--- src/rtl/wtd_pkg.sv ---
// Shared types, constants and helpers for the write throttle/debounce unit.
package wtd_pkg;

    localparam int GAP_BITS = 16;
    localparam logic [32:0] GapMaxWide = (33'd1 << GAP_BITS) - 33'd1;

    localparam int VALUE_BITS = 32;

    localparam logic [1:0] REQ_SUBMIT = 2'd0;
    localparam logic [1:0] REQ_TICK   = 2'd1;
    localparam logic [1:0] REQ_FLUSH  = 2'd2;

    localparam int ADDR_BITS = 3;
    localparam logic REG_MIN_GAP       = 1'b0;
    localparam logic REG_DEBOUNCE_MODE = 1'b1;

    localparam logic [15:0] MIN_GAP_RESET = 16'd100;

    typedef logic [GAP_BITS-1:0] gap_t;
    typedef logic signed [VALUE_BITS-1:0] value_t;

    typedef struct packed {
        logic [15:0] min_gap;
        logic        debounce_mode;
    } cfg_t;

    typedef struct packed {
        logic   valid;
        value_t value;
    } result_t;

    function automatic gap_t eff_gap(input logic [15:0] min_gap);
        logic [32:0] wide;
        wide = 33'(min_gap);
        if (wide > GapMaxWide) begin
            return GapMaxWide[GAP_BITS-1:0];
        end
        return wide[GAP_BITS-1:0];
    endfunction

endpackage

--- src/rtl/write_throttle_debounce_unit.sv ---
// Top level of the write throttle/debounce unit.
// Input stream: one word per request. s_tuser carries req_type (submit, tick,
// flush); s_tdata carries new_value, used only by a submit.
// Output stream: m_tdata carries the value to write; a word appears only when
// a request causes a write (zero or one per request, in request order).
// Configuration: APB-style port, min_gap at 0x0, debounce_mode at 0x4; pready
// is always high. The user writes it only while the stream is idle (unchecked).
// Throughput: one request per cycle while s_tready is high. The state update
// for a request is a single pass of compare and counter logic, so the next
// request can follow in the next cycle.
// A write's word goes to the output register that drives m_tvalid and m_tdata.
// Stall: a word arriving while the output is held parks in a one-entry skid;
// s_tready drops only while that skid is full; requests wait until it drains.
// Reset (synchronous, aresetn low): pending value, deadline, counters and the
// last-written record clear; min_gap returns to 100 and throttle mode is set.
module write_throttle_debounce_unit (
    input  logic                          aclk,
    input  logic                          aresetn,
    input  logic                          s_tvalid,
    output logic                          s_tready,
    input  logic [31:0]                   s_tdata,   // [31:0] new_value
    input  logic [1:0]                    s_tuser,   // [1:0] req_type
    output logic                          m_tvalid,
    input  logic                          m_tready,
    output logic [31:0]                   m_tdata,   // [31:0] written_value
    input  logic                          psel,
    input  logic                          penable,
    input  logic                          pwrite,
    input  logic [wtd_pkg::ADDR_BITS-1:0] paddr,
    input  logic [31:0]                   pwdata,
    output logic [31:0]                   prdata,
    output logic                          pready
);
    import wtd_pkg::*;

    cfg_t    cfg;
    result_t result;
    logic    accept;
    value_t  out_value;

    assign accept  = s_tvalid && s_tready;
    assign m_tdata = out_value;

    wtd_cfg u_cfg (
        .aclk    (aclk),
        .aresetn (aresetn),
        .psel    (psel),
        .penable (penable),
        .pwrite  (pwrite),
        .paddr   (paddr),
        .pwdata  (pwdata),
        .prdata  (prdata),
        .pready  (pready),
        .cfg     (cfg)
    );

    wtd_core u_core (
        .aclk      (aclk),
        .aresetn   (aresetn),
        .accept    (accept),
        .req_type  (s_tuser),
        .new_value (s_tdata),
        .cfg       (cfg),
        .result    (result)
    );

    wtd_out_skid u_out (
        .aclk     (aclk),
        .aresetn  (aresetn),
        .push     (result),
        .in_ready (s_tready),
        .m_tvalid (m_tvalid),
        .m_tready (m_tready),
        .m_tdata  (out_value)
    );

    a_reset_clears_out: assert property (@(posedge aclk)
        !aresetn |=> !m_tvalid && s_tready)
        else $error("output not cleared by reset");

    a_skid_implies_main: assert property (@(posedge aclk) disable iff (!aresetn)
        !s_tready |-> m_tvalid)
        else $error("skid full while output register empty");

    a_write_shows_next: assert property (@(posedge aclk) disable iff (!aresetn)
        result.valid |=> m_tvalid)
        else $error("write lost after accept");

    a_cfg_mode_write: assert property (@(posedge aclk) disable iff (!aresetn)
        psel && penable && pwrite && paddr[2] == REG_DEBOUNCE_MODE
        |=> cfg.debounce_mode == $past(pwdata[0]))
        else $error("debounce mode write not taken");

endmodule

--- src/rtl/wtd_cfg.sv ---
// APB-style configuration registers: minimum gap and debounce mode.
module wtd_cfg (
    input  logic                         aclk,
    input  logic                         aresetn,
    input  logic                         psel,
    input  logic                         penable,
    input  logic                         pwrite,
    input  logic [wtd_pkg::ADDR_BITS-1:0] paddr,
    input  logic [31:0]                  pwdata,
    output logic [31:0]                  prdata,
    output logic                         pready,
    output wtd_pkg::cfg_t                cfg
);
    import wtd_pkg::*;

    cfg_t cfg_reg;
    cfg_t cfg_next;
    logic wr_en;
    logic reg_sel;

    assign pready  = 1'b1;
    assign reg_sel = paddr[2];
    assign wr_en   = psel && penable && pwrite && pready;
    assign cfg     = cfg_reg;

    always_comb begin
        cfg_next = cfg_reg;
        if (wr_en) begin
            case (reg_sel)
                REG_MIN_GAP:       cfg_next.min_gap = pwdata[15:0];
                REG_DEBOUNCE_MODE: cfg_next.debounce_mode = pwdata[0];
                default:           cfg_next = cfg_reg;
            endcase
        end
    end

    always_comb begin
        case (reg_sel)
            REG_MIN_GAP:       prdata = {16'd0, cfg_reg.min_gap};
            REG_DEBOUNCE_MODE: prdata = {31'd0, cfg_reg.debounce_mode};
            default:           prdata = 32'd0;
        endcase
    end

    always_ff @(posedge aclk) begin
        if (!aresetn) begin
            cfg_reg.min_gap       <= MIN_GAP_RESET;
            cfg_reg.debounce_mode <= 1'b0;
        end else begin
            cfg_reg <= cfg_next;
        end
    end

endmodule

--- src/rtl/wtd_core.sv ---
// Throttle/debounce state and the single-pass update for one word.
module wtd_core (
    input  logic                aclk,
    input  logic                aresetn,
    input  logic                accept,
    input  logic [1:0]          req_type,
    input  wtd_pkg::value_t     new_value,
    input  wtd_pkg::cfg_t       cfg,
    output wtd_pkg::result_t    result
);
    import wtd_pkg::*;

    logic   pending_valid_reg, pending_valid_next;
    value_t pending_value_reg, pending_value_next;
    logic   deadline_armed_reg, deadline_armed_next;
    gap_t   ticks_reg, ticks_next;
    logic   has_written_reg, has_written_next;
    value_t last_value_reg, last_value_next;
    gap_t   elapsed_reg, elapsed_next;

    gap_t   gap;
    gap_t   ticks_dec;
    logic   emit;
    value_t emit_value;
    logic   drop;

    assign gap = eff_gap(cfg.min_gap);

    always_comb begin
        pending_valid_next  = pending_valid_reg;
        pending_value_next  = pending_value_reg;
        deadline_armed_next = deadline_armed_reg;
        ticks_next          = ticks_reg;
        has_written_next    = has_written_reg;
        last_value_next     = last_value_reg;
        elapsed_next        = elapsed_reg;
        emit                = 1'b0;
        emit_value          = pending_value_reg;
        drop                = 1'b0;
        ticks_dec           = (ticks_reg != '0) ? ticks_reg - gap_t'(1) : '0;

        case (req_type)
            REQ_SUBMIT: begin
                pending_value_next = new_value;
                pending_valid_next = 1'b1;
                emit_value         = new_value;
                if (!cfg.debounce_mode) begin
                    if (!has_written_reg || elapsed_reg >= gap) begin
                        emit = 1'b1;
                    end else begin
                        ticks_next          = gap - elapsed_reg;
                        deadline_armed_next = 1'b1;
                    end
                end else begin
                    ticks_next          = gap;
                    deadline_armed_next = 1'b1;
                end
            end
            REQ_TICK: begin
                elapsed_next = (elapsed_reg < gap) ? elapsed_reg + gap_t'(1) : gap;
                if (pending_valid_reg && deadline_armed_reg) begin
                    ticks_next = ticks_dec;
                    if (ticks_dec == '0) begin
                        if (!has_written_reg || pending_value_reg != last_value_reg) begin
                            emit = 1'b1;
                        end else begin
                            drop = 1'b1;
                        end
                    end
                end
            end
            REQ_FLUSH: begin
                emit = pending_valid_reg;
            end
            default: begin
                emit = 1'b0;
            end
        endcase

        if (drop) begin
            pending_valid_next  = 1'b0;
            deadline_armed_next = 1'b0;
        end
        if (emit) begin
            has_written_next    = 1'b1;
            last_value_next     = emit_value;
            elapsed_next        = '0;
            pending_valid_next  = 1'b0;
            deadline_armed_next = 1'b0;
            ticks_next          = '0;
        end
    end

    assign result.valid = accept && emit;
    assign result.value = emit_value;

    always_ff @(posedge aclk) begin
        if (!aresetn) begin
            pending_valid_reg  <= 1'b0;
            pending_value_reg  <= '0;
            deadline_armed_reg <= 1'b0;
            ticks_reg          <= '0;
            has_written_reg    <= 1'b0;
            last_value_reg     <= '0;
            elapsed_reg        <= '0;
        end else if (accept) begin
            pending_valid_reg  <= pending_valid_next;
            pending_value_reg  <= pending_value_next;
            deadline_armed_reg <= deadline_armed_next;
            ticks_reg          <= ticks_next;
            has_written_reg    <= has_written_next;
            last_value_reg     <= last_value_next;
            elapsed_reg        <= elapsed_next;
        end
    end

endmodule

--- src/rtl/wtd_out_skid.sv ---
// Output register with one skid entry for the result channel.
module wtd_out_skid (
    input  logic              aclk,
    input  logic              aresetn,
    input  wtd_pkg::result_t  push,
    output logic              in_ready,
    output logic              m_tvalid,
    input  logic              m_tready,
    output wtd_pkg::value_t   m_tdata
);
    import wtd_pkg::*;

    logic   main_valid_reg, main_valid_next;
    value_t main_data_reg, main_data_next;
    logic   skid_valid_reg, skid_valid_next;
    value_t skid_data_reg, skid_data_next;

    assign in_ready = !skid_valid_reg;
    assign m_tvalid = main_valid_reg;
    assign m_tdata  = main_data_reg;

    always_comb begin
        main_valid_next = main_valid_reg;
        main_data_next  = main_data_reg;
        skid_valid_next = skid_valid_reg;
        skid_data_next  = skid_data_reg;
        if (skid_valid_reg) begin
            if (m_tready) begin
                main_data_next  = skid_data_reg;
                skid_valid_next = 1'b0;
            end
        end else if (push.valid) begin
            if (!main_valid_reg || m_tready) begin
                main_valid_next = 1'b1;
                main_data_next  = push.value;
            end else begin
                skid_valid_next = 1'b1;
                skid_data_next  = push.value;
            end
        end else if (m_tready) begin
            main_valid_next = 1'b0;
        end
    end

    always_ff @(posedge aclk) begin
        if (!aresetn) begin
            main_valid_reg <= 1'b0;
            skid_valid_reg <= 1'b0;
        end else begin
            main_valid_reg <= main_valid_next;
            skid_valid_reg <= skid_valid_next;
        end
        main_data_reg <= main_data_next;
        skid_data_reg <= skid_data_next;
    end

endmodule
--- config.mk ---
export PLATFORM = sky130hd
export DESIGN_NAME = write_throttle_debounce_unit
export DESIGN_NICKNAME = d
export VERILOG_FILES = /design/src/rtl/wtd_pkg.sv /design/src/rtl/write_throttle_debounce_unit.sv /design/src/rtl/wtd_cfg.sv /design/src/rtl/wtd_core.sv /design/src/rtl/wtd_out_skid.sv
export SDC_FILE = /design/constraint.sdc
export NUM_CORES = 1
export LEC_CHECK = 0
export ABC_AREA = 1
export BUFFER_PORTS_ARGS = -buffer_cell sky130_fd_sc_hd__buf_2
export CAP_MARGIN = 20
export CORE_MARGIN = 4
export CORE_UTILIZATION = 25
export DETAILED_ROUTE_END_ITERATION = 6
export SYNTH_ARGS = -nofsm -noshare
export SYNTH_HDL_FRONTEND = slang
export SYNTH_SLANG_ARGS = --single-unit
--- constraint.sdc ---
create_clock -name aclk -period 10.8 [get_ports aclk]
set_input_delay 2.16 -clock aclk [delete_from_list [all_inputs] [get_ports aclk]]
set_output_delay 2.16 -clock aclk [all_outputs]
set_load 0.01 [all_outputs]
==> results.txt, run 1 <==
----------------------------------------------------
[Finish]
  Most frequent standard cell in the layout excluding fill and tap cells ... nand2_1
  Final core area utilization ... 0.2946
  Area added between synthesis and finish ... 15.50%
  Total number of nets in the final design ... approximately 1600
  Diode insertion count for antenna repair ... 0
  Layout cells sized above 1 ... 0.1166
  Register Area ... 4285 µm²
  Fin area ... 11490 µm²
  Filler-free cell count of the finished design ... 2002
  Most used cells in the layout excluding fill and tap cells ... nand2_1, inv_1, o21ai_0, nor2_1, dfxtp_1
  Area taken by multi-input logic gates ... 4517 µm²
  Filler Cells Inserted ... 4241

[CTS]
  CTS-repair resized insts ... 0
  Clock latency on the worst-skew pair ... 0.44 ns
  Clock input transition at the sequential cells of the worst setup and hold paths ... roughly 0.070 ns
  Total number of H-tree levels ... 4
  Clock buffer count from CTS ... 17
  TritonCTS clock tree ... built
  Bufs on Longest Clock Path ... 2
  Buffer count from post-CTS setup fixing ... 0
  Number of buffers inserted by hold repair at cts ... 0
  Cell chosen for the clock root ... clkbuf_16
  # clock sinks ... 182

[Setup path]
  Required time of the critical path ... between 8 and 9 ns
  Worst setup path startpoint ... paddr[2]
  Reg-to-reg startpoint ... u_out.skid_valid_reg
  Critical register-to-register path endpoint ... u_core.last_value_reg[30]
  Crit path arrival time ... 2.84 ns
  Cell type group with the largest total delay on the critical path ... buffers and inverters
  Critical path start-end classification ... input pin to output port
  Crit path launch type ... input pin
  Critical path fanouts, max ... 19
  WP buf/inv ... 2
  Slowest stage cell on the critical path ... buf_2
  Reg-to-reg setup timing slack ... 6.73 ns
  Reg2reg path depth ... 9
  Biggest cell delay along the critical path ... 0.27 ns
  Most frequent cell on the critical path ... buf_2
  Kind of capture point of the worst setup path ... output port
  Cell-by-cell trace of the critical path ... buf_2, nand2_1, o21ai_0, buf_2

[STA]
  Worst setup margin ... 5.796 ns
  Worst slew margin ... 0.3965
  Post-route clock period utilization ... 0.4634
  Setup total negative slack ... 0 ns
  Max-slew violation total from the final report ... 0
  Min Tclk post-route ... 5.004 ns
  Peak Freq ... 199.8 MHz
  Setup-violating endpoint count in the final report ... 0
  Fin. Hold Viols ... 0
  Worst hold slack ... 0.4662 ns
  RSZ-0062 raised after global routing ... no
  Final clock skew ... 0.01066 ns
  Transition at the pin with the smallest max-transition slack ... roughly 0.90 ns

[Pwr]
  Leak pwr ... 5.191 nW
  Power density relative to cell area ... 151.0 nW/µm²
  Overall power of the completed layout ... about 1.7 mW
  Max IR drop VDD ... 0.1222 mV

[Flow run]
  Reported max-cap violation count ... 0

[Placed design]
  IO Port Bufs ... 107
  Total cell area at the placement stage ... 10880 µm²
  Half-perimeter wire length after placement ... 19.01 mm
  Global placement routability congestion ... 0.8463
  Number of placed instances, taps included ... 1969
  Worst Setup Slack post-DPL ... 5.531 ns

[Logic synthesis]
  Synth Register Bits ... 182
  Yosys warns ... 0
  Synth Flop Type ... dfxtp_1
  Count of cell types in the netlist ... 44
  Number of flops mapped to enable cells by yosys ... 64
  Gate Count Post-Synth ... approximately 1400
  Mean instance size in the synthesized netlist ... 7.121 µm²
  Mapped Area ... 9948 µm²
  Share of synthesized area occupied by flip-flops and latches ... 0.4306
  Proportion of register bits with asynchronous set or reset after synthesis ... 0

[Floorplan]
  Die boundary height ... 207.5 µm
  Die X-Extent ... 207.5 µm
  Initial core utilization ... 0.2550
  Total die area ... 43050 µm²
  Std cell rows ... 72
  Std-Cell Core Area ... 39010 µm²
  IO Count ... 143

[Global routing]
  Grt total ovfl ... 0
  Maximum number of pins on one net before global-route repair ... 68
  First-pass GRT wire length ... roughly 44 mm
  Antenna violations before repair ... 0
  Vias in the first global route ... around 8600
  Total routing usage reported by global routing ... 0.1246

[Detailed routing]
  Routed length per instance ... 13.69 µm
  Total DRC errors in the routed layout ... 0
  DRT antenna net count ... 0
  Total via count in the routed design ... 8939
  Pre-Repair DR Iteration Count ... 5
  Avg Vias per Cell ... between 4 and 5
  Count of routing violations after the opening detailed-route iteration ... 568
  Detailed Route WL ... 27.40 mm

[Min path]
  Worst Hold Endpoint ... u_core.deadline_armed_reg
  Launch point of the worst hold path ... u_core.deadline_armed_reg
  WHS Path Cells ... 2
  Min-delay worst type ... flip-flop to flip-flop

[Status]
  Status ... finished, final reports clean

----------------------------------------------------
[worst min-delay path, cell delays in order (launching register included)]
cell	delay, ns
dfxtp_1	0.31
inv_1	0.05
a21oi_1	0.06
[Yosys cell counts (3+ instances only)]
library cell,count,share of area
a21o_1,3,0.0023
a21oi_1,110,0.055
a22oi_1,3,0.0023
buf_2,5,0.0025
buf_4,17,0.013
buf_6,4,0.0045
clkbuf_1,47,0.018
dfxtp_1,118,0.24
edfxtp_1,64,0.19
ha_1,19,0.024
inv_1,217,0.082
inv_2,3,0.0011
nand2_1,299,0.11
nand2_2,3,0.0019
nand3_1,58,0.029
nand4_1,9,0.0057
nor2_1,142,0.054
nor2_2,8,0.0050
nor3_1,6,0.0030
o211a_1,5,0.0050
o211ai_1,13,0.0098
o21ai_0,169,0.085
o21ai_1,18,0.0091
o21bai_1,3,0.0023
or2_2,5,0.0031
xnor2_1,13,0.011
xor2_1,11,0.0097
[layout make-up]
type                    instances  area share
multi-input cells             932      0.3931
well taps                     518     0.05641
clock buffers                  17     0.03702
inverters                     223     0.07307
clock inverters                15     0.01448
repair buffers                115     0.05292
flip-flops and latches        182      0.3730
[logic make-up after synthesis]
group / synth area share
AO/OA/AOI/OAI: 0.1767
XOR/XNOR: 0.02113
flip-flops: 0.4306
buffers and inverters: 0.1229
AND/OR/NAND/NOR: 0.2220
adder cells (fa/ha/maj): 0.02591
other: 0.0007549
[power by group]
group / switching [mW] / leakage, nW / internal (mW)
Combinational: 0.224 / 3.35 / 0.113
Sequential: 0.0244 / 1.56 / 0.744
Clock: 0.299 / 0.285 / 0.329
Total: 0.548 / 5.19 / 1.19
[worst max path at each step]
stage                             endpoint  slack, ns  depth (start not counted)
final                            prdata[0]       5.80                          4
after global routing             prdata[0]       5.70                          4
after CTS                        prdata[0]       5.81                          4
after detailed placement  u_out.m_tdata[1]       5.53                          6
after global placement    u_out.m_tdata[1]       5.51                          6
after floorplan           u_out.m_tdata[0]       5.75                         10
[metal layers]
metal	vias up	wire length, µm	global-route usage
met4	0	369	0.03238
met5	-	0	0
met2	234	12690	0.2090
met3	32	1446	0.02373
li1	4601	-	-
met1	4072	12890	0.1657
Power figures use the tool's default switching activity.
==> run 2: changes to the inputs <==
Clock period 10.8 ns to 4.3 ns, I/O delays scaled along.
==> run 2 against run 1 <==
  * Worst setup slack worse by 4.9 ns
  * Non-clock buffer count rose by 4
  * Sequential cell count unchanged
  * Die area unchanged
  * Clock power increased to 2.5 times the previous value
  * Total power rose to 2.5 times the previous value
  * Cell area up 0.13%
  * Clock skew rose by 0.0042 ns
  * Routed wire length shrank 2.8%
  * Critical path type is now flip-flop to flip-flop
==> results.txt, run 2 (synthesis results as in run 1) <==
----------------------------------------------------
[Setup path]
  Cell-by-cell trace of the critical path ... inv_1, ha_1, nand2_1, nor2_1, nand2_1, nand2_1, nand2_1, nand2_1, nand3_1, nand2_1, nand2_1, nand2_1, nand2_4, nand2_4, buf_4, inv_4, nor2_1, nor2_1
  Crit path launch type ... flip-flop
  Reg-to-reg setup timing slack ... 0.94 ns (-5.79 ns)
  Required time of the critical path ... 4.63 ns (-4.01 ns)
  Cell type group with the largest total delay on the critical path ... simple AND/OR/NAND/NOR gates
  Most frequent cell on the critical path ... nand2_1
  Crit path arrival time ... 3.69 ns (+0.85 ns)
  Biggest cell delay along the critical path ... 0.56 ns (+0.29 ns)
  Kind of capture point of the worst setup path ... flip-flop
  Critical path start-end classification ... flip-flop to flip-flop
  Slowest stage cell on the critical path ... buf_4
  Critical path fanouts, max ... 52 (+33)
  WP buf/inv ... 3 (+1)

[STA]
  Peak Freq ... 297.3 MHz
  Setup total negative slack ... 0 ns (unchanged)
  Min Tclk post-route ... 3.364 ns
  Setup-violating endpoint count in the final report ... 0 (unchanged)
  Post-route clock period utilization ... 0.7824
  Final clock skew ... 0.01484 ns (+0.004179 ns)
  RSZ-0062 raised after global routing ... no
  Worst slew margin ... 0.3580 (-0.03849)
  Fin. Hold Viols ... 0 (unchanged)
  Max-slew violation total from the final report ... 0 (unchanged)
  Transition at the pin with the smallest max-transition slack ... 0.9571 ns (+0.05738 ns)

[CTS]
  Bufs on Longest Clock Path ... 2 (unchanged)
  Buffer count from post-CTS setup fixing ... 0 (unchanged)
  Number of buffers inserted by hold repair at cts ... 0 (unchanged)
  # clock sinks ... 182 (unchanged)
  Clock latency on the worst-skew pair ... 0.44 ns (about the same)
  Total number of H-tree levels ... 4 (unchanged)
  Clock input transition at the sequential cells of the worst setup and hold paths ... 0.07 ns (about the same)
  CTS-repair resized insts ... 0 (unchanged)
  Cell chosen for the clock root ... clkbuf_16
  Clock buffer count from CTS ... 17 (unchanged)
  TritonCTS clock tree ... built

[Floorplan]
  Die boundary height ... 207.5 µm (unchanged)
  Std cell rows ... 72 (unchanged)
  Die X-Extent ... 207.5 µm (unchanged)
  IO Count ... 143 (unchanged)
  Initial core utilization ... 0.2550 (unchanged)
  Std-Cell Core Area ... 39010 µm² (unchanged)
  Total die area ... 43050 µm² (unchanged)

[Placed design]
  Number of placed instances, taps included ... 1974 (+0.25%)
  Global placement routability congestion ... 0.8529 (+0.78%)
  IO Port Bufs ... 107 (unchanged)
  Half-perimeter wire length after placement ... 19.01 mm (about the same)

[Detailed routing]
  Routed wire length on met2 ... 12.19 mm (-4.0%)
  Pre-Repair DR Iteration Count ... 5 (unchanged)
  Detailed Route WL ... 26.63 mm (-2.8%)
  Avg Vias per Cell ... 4.425 (-0.89%)
  Total via count in the routed design ... 8877 (-0.69%)
  Met3 WL post-DR ... 1.178 mm (-19%)
  DR top layer ... met4
  Routed metal-1 wirelength ... 13.01 mm (+0.92%)
  Count of routing violations after the opening detailed-route iteration ... 536 (-5.6%)
  Total DRC errors in the routed layout ... 0 (unchanged)
  DRT antenna net count ... 0 (unchanged)
  Routed length per instance ... 13.28 µm (-3.0%)

[Flow run]
  Reported max-cap violation count ... 0 (unchanged)

[Pwr]
  Power density relative to cell area ... 377.8 nW/µm² (+150%)
  Max IR drop VDD ... 0.2482 mV (+100%)
  Leak pwr ... 5.216 nW (+0.49%)

[Finish]
  Most frequent standard cell in the layout excluding fill and tap cells ... nand2_1
  Layout cells sized above 1 ... 0.1190 (+0.002375)
  Filler Cells Inserted ... 4227 (-0.33%)
  Filler-free cell count of the finished design ... 2006 (+0.20%)
  Register Area ... 4285 µm² (unchanged)
  Area taken by multi-input logic gates ... 4517 µm² (unchanged)
  Area added between synthesis and finish ... 15.65%
  Most used cells in the layout excluding fill and tap cells ... nand2_1, inv_1, o21ai_0, nor2_1, dfxtp_1
  Total number of nets in the final design ... 1571 (+0.26%)
  Diode insertion count for antenna repair ... 0 (unchanged)

[Min path]
  Min-delay worst type ... flip-flop to flip-flop

[Global routing]
  Antenna violations before repair ... 0 (unchanged)
  First-pass GRT wire length ... 43.36 mm (-2.4%)
  Total routing usage reported by global routing ... 0.1215 (-0.003163)
  Grt total ovfl ... 0 (unchanged)
  Vias in the first global route ... 8398 (-1.8%)
  Maximum number of pins on one net before global-route repair ... 67 (-1.5%)

[Status]
  Status ... finished, final reports clean

----------------------------------------------------
-- run 2: changes by cell type in the layout (fill, tap and decap cells not counted) --
cell / before / now
buf_4: 7 / 12
clkinv_1: 4 / 2
clkinv_4: 2 / 4
buf_12: 1 / 0
clkbuf_1: 0 / 1
clkinv_2: 1 / 0
clkinv_8: 2 / 1
clkinvlp_4: 2 / 1
inv_1: 216 / 217
inv_6: 2 / 3
-- run 2: per-stage QoR --
step           hold WS, ns  instance area, µm²    util  setup slack, ns  power, mW
6_report            0.4582               11500  0.2949           0.9358      4.346
3_5_place_dp        0.4438               10920  0.2798           0.9290      2.807
4_1_cts             0.4544               11500  0.2949           0.9042      4.396
3_3_place_gp        0.4380               10920  0.2798           0.9776      2.792
5_1_grt             0.4926               11500  0.2949           0.5662      4.605
2_1_floorplan       0.4285               10000       -           0.2643      2.591
-- run 2: worst paths after layout --
check                                                from  depth (start not counted)                        end
worst max-delay path                u_core.elapsed_reg[7]                         18  u_core.last_value_reg[29]
worst min-delay path            u_core.deadline_armed_reg                          2  u_core.deadline_armed_reg
worst max register to register      u_core.elapsed_reg[7]                         18  u_core.last_value_reg[29]
worst min register to register  u_core.deadline_armed_reg                          2  u_core.deadline_armed_reg
-- run 2: cell type report --
class | count | area share
Timing Repair Buffer | 119 | 0.05438
Tap cell | 518 | 0.05633
Sequential cell | 182 | 0.3725
Clock inverter | 14 | 0.01392
Clock buffer | 18 | 0.03730
Inverter | 223 | 0.07297
Multi-Input combinational cell | 932 | 0.3926
-- run 2: tightest hold or removal path, stage by stage (launching register included) --
cell and delay [ns]:
dfxtp_1 0.31, inv_1 0.05, a21oi_1 0.05
-- run 2: routing by layer --
| metal | track usage | vias to the layer above |
|---|---|---|
| met1 | 0.1671 | 4046 |
| met2 | 0.1982 | 198 |
| met3 | 0.02358 | 19 |
| met5 | 0 | - |
| met4 | 0.02827 | 0 |
| li1 | - | 4614 |
-- run 2: power by group --
group          switching, mW  internal [mW]
registers             0.0607           1.87
clock network          0.749          0.829
logic                  0.550          0.288
